### src/rtl/vdbd_pkg.sv
// Package for the vertex delta bit-pack decoder: widths, codes, types, helpers.
// No dependencies; used by the extraction unit, the top level and the checker.
`default_nettype none

package vdbd_pkg;

    localparam int unsigned MAX_DIMS     = 3;
    localparam int unsigned MAX_VERTICES = 256;

    localparam int WORD_W   = 32;
    localparam int BUF_W    = 64;
    localparam int HELD_W   = 7;
    localparam int PREC_W   = 6;
    localparam int SHIFT_W  = 5;
    localparam int VCOUNT_W = 9;
    localparam int DIMS_W   = 2;
    localparam int VIDX_W   = 8;
    localparam int HDR_PREC_LSB = 16;

    typedef enum logic
    {
        CTL_IDLE,
        CTL_EXTRACT
    } ctl_state_t;

    typedef enum logic [1:0]
    {
        STAGE_HEADER = 2'd0,
        STAGE_BASES  = 2'd1,
        STAGE_DELTAS = 2'd2
    } stage_t;

    typedef enum logic
    {
        CFG_VERTEX_COUNT = 1'b0,
        CFG_DIMS         = 1'b1
    } cfg_index_t;

    typedef struct packed
    {
        logic [BUF_W-1:0]   buffer;
        logic [HELD_W-1:0]  held;
        logic [PREC_W-1:0]  prec;
        logic [SHIFT_W-1:0] shift;
        logic [WORD_W-1:0]  base;
    } extract_op_t;

    typedef struct packed
    {
        logic               avail;
        logic [WORD_W-1:0]  coord;
        logic [BUF_W-1:0]   rest;
        logic [HELD_W-1:0]  rest_held;
    } extract_res_t;

    function automatic logic [DIMS_W-1:0] eff_dims(input logic [DIMS_W-1:0] d);
        logic [DIMS_W-1:0] r;
        r = d;
        if (d == '0)
        begin
            r = DIMS_W'(1);
        end
        else if (32'(d) > MAX_DIMS)
        begin
            r = DIMS_W'(MAX_DIMS);
        end
        return r;
    endfunction

    function automatic logic [VCOUNT_W-1:0] eff_count(input logic [VCOUNT_W-1:0] c);
        logic [VCOUNT_W-1:0] r;
        r = c;
        if (c == '0)
        begin
            r = VCOUNT_W'(1);
        end
        else if (32'(c) > MAX_VERTICES)
        begin
            r = VCOUNT_W'(MAX_VERTICES);
        end
        return r;
    endfunction

endpackage

`default_nettype wire

### src/rtl/vdbd_extract_unit.sv
// Shared extraction unit: takes one delta off the bit buffer and restores a coordinate.
// Depends on vdbd_pkg for the operand and result types.
`default_nettype none

module vdbd_extract_unit
(
    input  wire vdbd_pkg::extract_op_t  op,
    output vdbd_pkg::extract_res_t      res
);

    logic [vdbd_pkg::WORD_W:0]   mask_wide;
    logic [vdbd_pkg::WORD_W-1:0] mask;
    logic [vdbd_pkg::WORD_W-1:0] delta;

    assign mask_wide = ((vdbd_pkg::WORD_W+1)'(1) << op.prec) - (vdbd_pkg::WORD_W+1)'(1);
    assign mask      = mask_wide[vdbd_pkg::WORD_W-1:0];
    assign delta     = op.buffer[vdbd_pkg::WORD_W-1:0] & mask;

    assign res.avail     = op.held >= {1'b0, op.prec};
    assign res.coord     = op.base + (delta << op.shift);
    assign res.rest      = op.buffer >> op.prec;
    assign res.rest_held = op.held - {1'b0, op.prec};

endmodule

`default_nettype wire

### src/rtl/vertex_delta_bitpack_decoder_top.sv
// Header and base words are taken while the controller is idle. A delta word is added to
// the bit buffer, then the extract state registers one coordinate per cycle into the output
// register while the output slot is free. The input stays stalled until the single shared
// extraction unit finds the buffer short; a word that ends the cluster returns to idle
// without that check, and stalls on the output keep the input stalled longer.
// Reset (rst_n, asynchronous, active low) returns to the header stage with empty buffer.
`default_nettype none

module vertex_delta_bitpack_decoder_top
(
    input  wire logic                            clk,
    input  wire logic                            rst_n,
    input  wire logic                            in_valid,
    output logic                                 in_stall,
    input  wire logic [vdbd_pkg::WORD_W-1:0]     stream_word,
    output logic                                 out_valid,
    input  wire logic                            out_stall,
    output logic [vdbd_pkg::WORD_W-1:0]          coord_value,
    output logic [vdbd_pkg::DIMS_W-1:0]          dim_index,
    output logic [vdbd_pkg::VIDX_W-1:0]          vertex_index,
    output logic                                 cluster_last,
    input  wire logic                            cfg_wr_en,
    input  wire logic                            cfg_index,
    input  wire logic [vdbd_pkg::VCOUNT_W-1:0]   cfg_wdata
);

    localparam int ND = vdbd_pkg::MAX_DIMS;

    vdbd_pkg::ctl_state_t ctl_reg, ctl_next;
    vdbd_pkg::stage_t     stage_reg, stage_next;

    logic [vdbd_pkg::VCOUNT_W-1:0] vcount_cfg_reg;
    logic [vdbd_pkg::DIMS_W-1:0]   dims_cfg_reg;

    logic [vdbd_pkg::DIMS_W-1:0]   base_idx_reg, base_idx_next;
    logic [vdbd_pkg::WORD_W-1:0]   base_reg [ND];
    logic [vdbd_pkg::WORD_W-1:0]   base_next [ND];
    logic [vdbd_pkg::SHIFT_W-1:0]  shift_reg [ND];
    logic [vdbd_pkg::SHIFT_W-1:0]  shift_next [ND];
    logic [vdbd_pkg::PREC_W-1:0]   prec_reg [ND];
    logic [vdbd_pkg::PREC_W-1:0]   prec_next [ND];
    logic [vdbd_pkg::BUF_W-1:0]    buf_reg, buf_next;
    logic [vdbd_pkg::HELD_W-1:0]   held_reg, held_next;
    logic [vdbd_pkg::DIMS_W-1:0]   cdim_reg, cdim_next;
    logic [vdbd_pkg::VCOUNT_W-1:0] vcnt_reg, vcnt_next;

    logic                          out_valid_reg, out_valid_next;
    logic [vdbd_pkg::WORD_W-1:0]   coord_reg, coord_next;
    logic [vdbd_pkg::DIMS_W-1:0]   odim_reg, odim_next;
    logic [vdbd_pkg::VIDX_W-1:0]   ovtx_reg, ovtx_next;
    logic                          olast_reg, olast_next;

    logic [vdbd_pkg::DIMS_W-1:0]   nd;
    logic [vdbd_pkg::VCOUNT_W-1:0] nv;
    logic [vdbd_pkg::DIMS_W:0]     base_idx_inc;
    logic                          slot_free;
    logic                          last_dim;
    logic                          last_coord;

    vdbd_pkg::extract_op_t  unit_op;
    vdbd_pkg::extract_res_t unit_res;

    vdbd_extract_unit u_unit
    (
        .op  (unit_op),
        .res (unit_res)
    );

    assign nd           = vdbd_pkg::eff_dims(dims_cfg_reg);
    assign nv           = vdbd_pkg::eff_count(vcount_cfg_reg);
    assign base_idx_inc = {1'b0, base_idx_reg} + (vdbd_pkg::DIMS_W+1)'(1);
    assign slot_free    = !out_valid_reg || !out_stall;
    assign last_dim     = ({1'b0, cdim_reg} + (vdbd_pkg::DIMS_W+1)'(1)) >= {1'b0, nd};
    assign last_coord   = last_dim
                          && (({1'b0, vcnt_reg} + (vdbd_pkg::VCOUNT_W+1)'(1)) >= {1'b0, nv});

    assign unit_op.buffer = buf_reg;
    assign unit_op.held   = held_reg;
    assign unit_op.prec   = prec_reg[cdim_reg];
    assign unit_op.shift  = shift_reg[cdim_reg];
    assign unit_op.base   = base_reg[cdim_reg];

    assign in_stall     = (ctl_reg != vdbd_pkg::CTL_IDLE);
    assign out_valid    = out_valid_reg;
    assign coord_value  = coord_reg;
    assign dim_index    = odim_reg;
    assign vertex_index = ovtx_reg;
    assign cluster_last = olast_reg;

    always_ff @(posedge clk or negedge rst_n)
    begin
        if (!rst_n)
        begin
            vcount_cfg_reg <= vdbd_pkg::VCOUNT_W'(1);
            dims_cfg_reg   <= vdbd_pkg::DIMS_W'(3);
        end
        else if (cfg_wr_en)
        begin
            case (cfg_index)
                vdbd_pkg::CFG_VERTEX_COUNT: vcount_cfg_reg <= cfg_wdata;
                vdbd_pkg::CFG_DIMS:         dims_cfg_reg   <= cfg_wdata[vdbd_pkg::DIMS_W-1:0];
                default:                    vcount_cfg_reg <= vcount_cfg_reg;
            endcase
        end
    end

    always_ff @(posedge clk or negedge rst_n)
    begin
        if (!rst_n)
        begin
            ctl_reg       <= vdbd_pkg::CTL_IDLE;
            stage_reg     <= vdbd_pkg::STAGE_HEADER;
            base_idx_reg  <= '0;
            buf_reg       <= '0;
            held_reg      <= '0;
            cdim_reg      <= '0;
            vcnt_reg      <= '0;
            out_valid_reg <= 1'b0;
            for (int d = 0; d < ND; d++)
            begin
                base_reg[d]  <= '0;
                shift_reg[d] <= '0;
                prec_reg[d]  <= vdbd_pkg::PREC_W'(1);
            end
        end
        else
        begin
            ctl_reg       <= ctl_next;
            stage_reg     <= stage_next;
            base_idx_reg  <= base_idx_next;
            buf_reg       <= buf_next;
            held_reg      <= held_next;
            cdim_reg      <= cdim_next;
            vcnt_reg      <= vcnt_next;
            out_valid_reg <= out_valid_next;
            for (int d = 0; d < ND; d++)
            begin
                base_reg[d]  <= base_next[d];
                shift_reg[d] <= shift_next[d];
                prec_reg[d]  <= prec_next[d];
            end
        end
    end

    always_ff @(posedge clk)
    begin
        coord_reg <= coord_next;
        odim_reg  <= odim_next;
        ovtx_reg  <= ovtx_next;
        olast_reg <= olast_next;
    end

    always_comb
    begin
        ctl_next       = ctl_reg;
        stage_next     = stage_reg;
        base_idx_next  = base_idx_reg;
        buf_next       = buf_reg;
        held_next      = held_reg;
        cdim_next      = cdim_reg;
        vcnt_next      = vcnt_reg;
        out_valid_next = out_valid_reg && out_stall;
        coord_next     = coord_reg;
        odim_next      = odim_reg;
        ovtx_next      = ovtx_reg;
        olast_next     = olast_reg;
        for (int d = 0; d < ND; d++)
        begin
            base_next[d]  = base_reg[d];
            shift_next[d] = shift_reg[d];
            prec_next[d]  = prec_reg[d];
        end

        case (ctl_reg)
            vdbd_pkg::CTL_IDLE:
            begin
                if (in_valid)
                begin
                    case (stage_reg)
                        vdbd_pkg::STAGE_BASES:
                        begin
                            base_next[base_idx_reg] = stream_word;
                            base_idx_next = base_idx_inc[vdbd_pkg::DIMS_W-1:0];
                            if (base_idx_next >= nd)
                            begin
                                stage_next = vdbd_pkg::STAGE_DELTAS;
                                buf_next   = '0;
                                held_next  = '0;
                                cdim_next  = '0;
                                vcnt_next  = '0;
                            end
                        end
                        vdbd_pkg::STAGE_DELTAS:
                        begin
                            buf_next  = buf_reg
                                        | ({{(vdbd_pkg::BUF_W-vdbd_pkg::WORD_W){1'b0}}, stream_word}
                                           << held_reg[4:0]);
                            held_next = held_reg + vdbd_pkg::HELD_W'(vdbd_pkg::WORD_W);
                            ctl_next  = vdbd_pkg::CTL_EXTRACT;
                        end
                        default:
                        begin
                            for (int d = 0; d < ND; d++)
                            begin
                                shift_next[d] = stream_word[5*d +: vdbd_pkg::SHIFT_W];
                                prec_next[d]  = {1'b0,
                                    stream_word[vdbd_pkg::HDR_PREC_LSB + 5*d +: vdbd_pkg::SHIFT_W]}
                                    + vdbd_pkg::PREC_W'(1);
                            end
                            stage_next    = vdbd_pkg::STAGE_BASES;
                            base_idx_next = '0;
                        end
                    endcase
                end
            end
            vdbd_pkg::CTL_EXTRACT:
            begin
                if (!unit_res.avail)
                begin
                    ctl_next = vdbd_pkg::CTL_IDLE;
                end
                else if (slot_free)
                begin
                    out_valid_next = 1'b1;
                    coord_next     = unit_res.coord;
                    odim_next      = cdim_reg;
                    ovtx_next      = vcnt_reg[vdbd_pkg::VIDX_W-1:0];
                    olast_next     = last_coord;
                    buf_next       = unit_res.rest;
                    held_next      = unit_res.rest_held;
                    if (last_dim)
                    begin
                        cdim_next = '0;
                        vcnt_next = vcnt_reg + vdbd_pkg::VCOUNT_W'(1);
                    end
                    else
                    begin
                        cdim_next = cdim_reg + vdbd_pkg::DIMS_W'(1);
                    end
                    if (last_coord)
                    begin
                        stage_next = vdbd_pkg::STAGE_HEADER;
                        buf_next   = '0;
                        held_next  = '0;
                        cdim_next  = '0;
                        vcnt_next  = '0;
                        ctl_next   = vdbd_pkg::CTL_IDLE;
                    end
                end
            end
            default:
            begin
                ctl_next = vdbd_pkg::CTL_IDLE;
            end
        endcase
    end

endmodule

`default_nettype wire

### config.mk
export PLATFORM = sky130hd
export DESIGN_NAME = vertex_delta_bitpack_decoder_top
export DESIGN_NICKNAME = d
export VERILOG_FILES = /design/src/rtl/vdbd_pkg.sv /design/src/rtl/vdbd_extract_unit.sv /design/src/rtl/vertex_delta_bitpack_decoder_top.sv
export SDC_FILE = /design/constraint.sdc
export NUM_CORES = 1
export LEC_CHECK = 0
export ABC_CLOCK_PERIOD_IN_PS = 7800
export BUFFER_PORTS_ARGS = -buffer_cell sky130_fd_sc_hd__buf_2
export CAP_MARGIN = 10
export CORE_MARGIN = 2
export CORE_UTILIZATION = 40
export DETAILED_ROUTE_END_ITERATION = 8
export GPL_TIMING_DRIVEN = 0
export HOLD_SLACK_MARGIN = 0.15
export PLACE_DENSITY_LB_ADDON = 0.12
export SYNTH_ARGS = -nofsm -noshare
export SYNTH_HDL_FRONTEND = slang
export SYNTH_SLANG_ARGS = --single-unit
export TNS_END_PERCENT = 10
### constraint.sdc
create_clock -name clk -period 7.8 [get_ports clk]
set_clock_uncertainty 0.15 [all_clocks]
set_input_delay 0.39 -clock clk [delete_from_list [all_inputs] [get_ports clk]]
set_output_delay 0.39 -clock clk [all_outputs]
set_load 0.05 [all_outputs]
==> metrics.txt <==
Synth Area in Simple Gates=12.3%; DRT Pass-1 Iters=5; CTS Buffer Depth=3; share of layout cells above drive strength 1=18.0%; Post-synth EDFFs=43; Post-Syn Area=0.0214 sq mm; Nets=2607; Register Area=0.00701 sq mm; number of global-route vias before repair=19700; CP Class=flip-flop to flip-flop; initial antenna violation count=2; port buffer count=83; period utilization=95.5%; crit path launch type=flip-flop; top-count cell post-synth=nand2_1; Die Y=235 microns; Sink Count=271; fin util=46.2%; Remaining DRCs=0; final WL=92000 microns; xor/xnor share of the synthesized area=2.08%; Final HPWL DP=72300 microns; H-Tree Depth=2; final hold violation count=0; measured slew at the worst slew-check pin=1.15 ns; vias per cell=6.31; final antenna-violating net count=0; post-synthesis sequential area ratio=32.7%; final hold slack=0.160 ns; Global Route met1 Usage=48.9%; grt met2 use=47.5%; Ports=92; multi-input logic area=0.0136 sq mm; CP endpoint kind=flip-flop; Reg2Reg Setup Slack=0.35 ns; Initial Util=40.6%; largest net degree at the start of global routing=93; Total GRT Usage=32.5%; critical path peak fanout=10; synth top area cells=dfrtp_1 (26%), mux2i_1 (12%), mux2_2 (11%); GRT Max-Usage Layer=met1; Syn-to-layout area delta=13.7%; RSZ-0062 raised after global routing=false; via count=20300; Filler Cell Count=5171; Post-Synth Adder-Cell Area=3.78%; CP required=7.95 ns; FP Rows=84; Synth Area in Compound Gates=19.9%; global route overflow=0; min cycle time layout=7.45 ns; GP Congestion=0.989; main combinational cell family by area after synthesis=multiplexers; Max Fclk=134 MHz; max_slew headroom=23.3%; met3 GRT Util=5.37%; initial drt markers=2221; Die Span X=235 microns; Mean Syn Cell Area=9.18 sq um; max reg flops=96; top cell type's share of synthesized area=25.9%; Final Cell Area=0.0244 sq mm; DP Area=0.0228 sq mm; CTS tree=done; worst hold path class=input pin to flip-flop; flops & latches, synth=271; Main synth FF type=dfrtp_1; Num CTS Buffers=34; first-pass GRT wire length=134000 microns; # Max-Cap Violations=0; die footprint=0.0554 sq mm; Slew Viols, Final=0; async set or reset register ratio after synthesis=84.1%; antenna cells=0; status=completed; Worst-path clk slew=0.06 ns; Distinct cells, synth=89; leading area contributor after synthesis=dfrtp_1; setup violators final=0; syn_nets=2444; most instantiated cells after synthesis=nand2_1 (259), mux2i_1 (258), dfrtp_1 (222), mux2_2 (202), o21ai_0 (184); Critical Path AT=7.60 ns; Yosys warnings=0; Avg WL per Cell=28.7 microns; mux share of post-synthesis cell area=25.0%; total core area=0.0528 sq mm; worst-skew pair later-pin latency=0.57 ns; CTS Root Cell=clkbuf_16; cell count after synthesis=2334
==> final cells by class <==
class	count	share of cell area [%]
plain buffers	177	3.25
flip-flops and latches	271	28.8
repair buffers	128	3.74
inverters	31	0.493
clock buffers	50	3.86
well taps	688	3.53
multi-input cells	1854	55.7
clock inverters	11	0.637
==> path summary, 6_finish.rpt <==
path                                      start               to  cells past startpoint
max in group asynchronous                 rst_n      buf_reg[58]                      3
worst min register to register      prec_reg[0]      prec_reg[0]                      2
worst max-delay path                cdim_reg[0]  coord_value[30]                     27
worst min-delay path            stream_word[29]      prec_reg[5]                      3
worst max register to register      cdim_reg[0]  coord_value[30]                     27
min in group asynchronous                 rst_n     base_reg[41]                      2
==> layer usage <==
metal	part of all wire (%)	up-vias
met5	0	-
met1	47	10200
met3	8.2	135
met4	2.7	0
met2	42	938
li1	-	9001
==> kinds of logic after synthesis <==
logic type,after synthesis
mux,483
xor+xnor,51
compound gates,655
flops,271
buf+inv,209
fa+ha+maj,63
simple gates,602
==> cell usage in the layout (no fill, tap or decap), types with 13 or more instances in the layout <==
cell type	Yosys	final
nand2_1	259	259
mux2i_1	258	257
dfrtp_1	222	221
mux2_2	202	202
o21ai_0	184	180
nor2_1	161	161
a21oi_1	149	149
buf_2	33	112
clkbuf_1	100	111
nand3_1	60	60
ha_1	60	60
o211ai_1	54	54
edfxtp_1	43	43
o22ai_1	38	38
dlygate4sd3_1	0	38
clkbuf_16	0	34
buf_1	30	30
a21o_1	29	29
nor3_1	28	28
xnor2_1	28	28
inv_1	24	23
xor2_1	23	23
mux4_2	22	22
o21a_1	19	19
or3_1	19	19
a31oi_1	18	17
o31ai_1	13	13
a2bb2oi_1	13	13
nand4_1	13	13
a211oi_1	14	13
==> repair_timing <==
item / 4_1_cts / 5_1_grt
hold buffers: 38 / 0
setup buffers: 0 / 3
resized for setup: 5 / 17
pin swaps: 1 / 2
setup endpoints to repair: 3 / 9
hold endpoints to repair: 323 / 0
==> worst max-delay path, cell delays in order, from the launching register on <==
cell       delay [ns]
dfrtp_2          0.44
buf_6            0.21
mux2i_2          0.30
o2bb2ai_4        0.22
buf_4            0.27
buf_2            0.22
or3_1            0.37
ha_1             0.27
clkinv_2         0.20
o211a_1          0.25
nand3_1          0.26
a211oi_1         0.30
o21ai_1          0.12
o21ai_0          0.40
a221oi_2         0.13
buf_4            0.18
and2_1           0.15
a211oi_1         0.31
ha_1             0.33
and3_1           0.23
a211oi_1         0.31
nor2_1           0.07
o41ai_1          0.22
o21ai_1          0.24
a41o_1           0.32
a2111oi_1        0.40
nor3_1           0.13
xor2_1           0.16
==> per-stage QoR <==
stage	worst slack [ns]	TNS (ns)	std cells
after floorplan	1.46	0	2334
after global placement	-0.349	-0.648	3105
after detailed placement	-0.293	-0.492	3108
after CTS	0.0154	0	3207
after global routing	0.0215	0	3210
final	0.349	0	3210
Power is not shown: default switching activity piles up to over one toggle a cycle in this logic, so the estimate is an artifact.
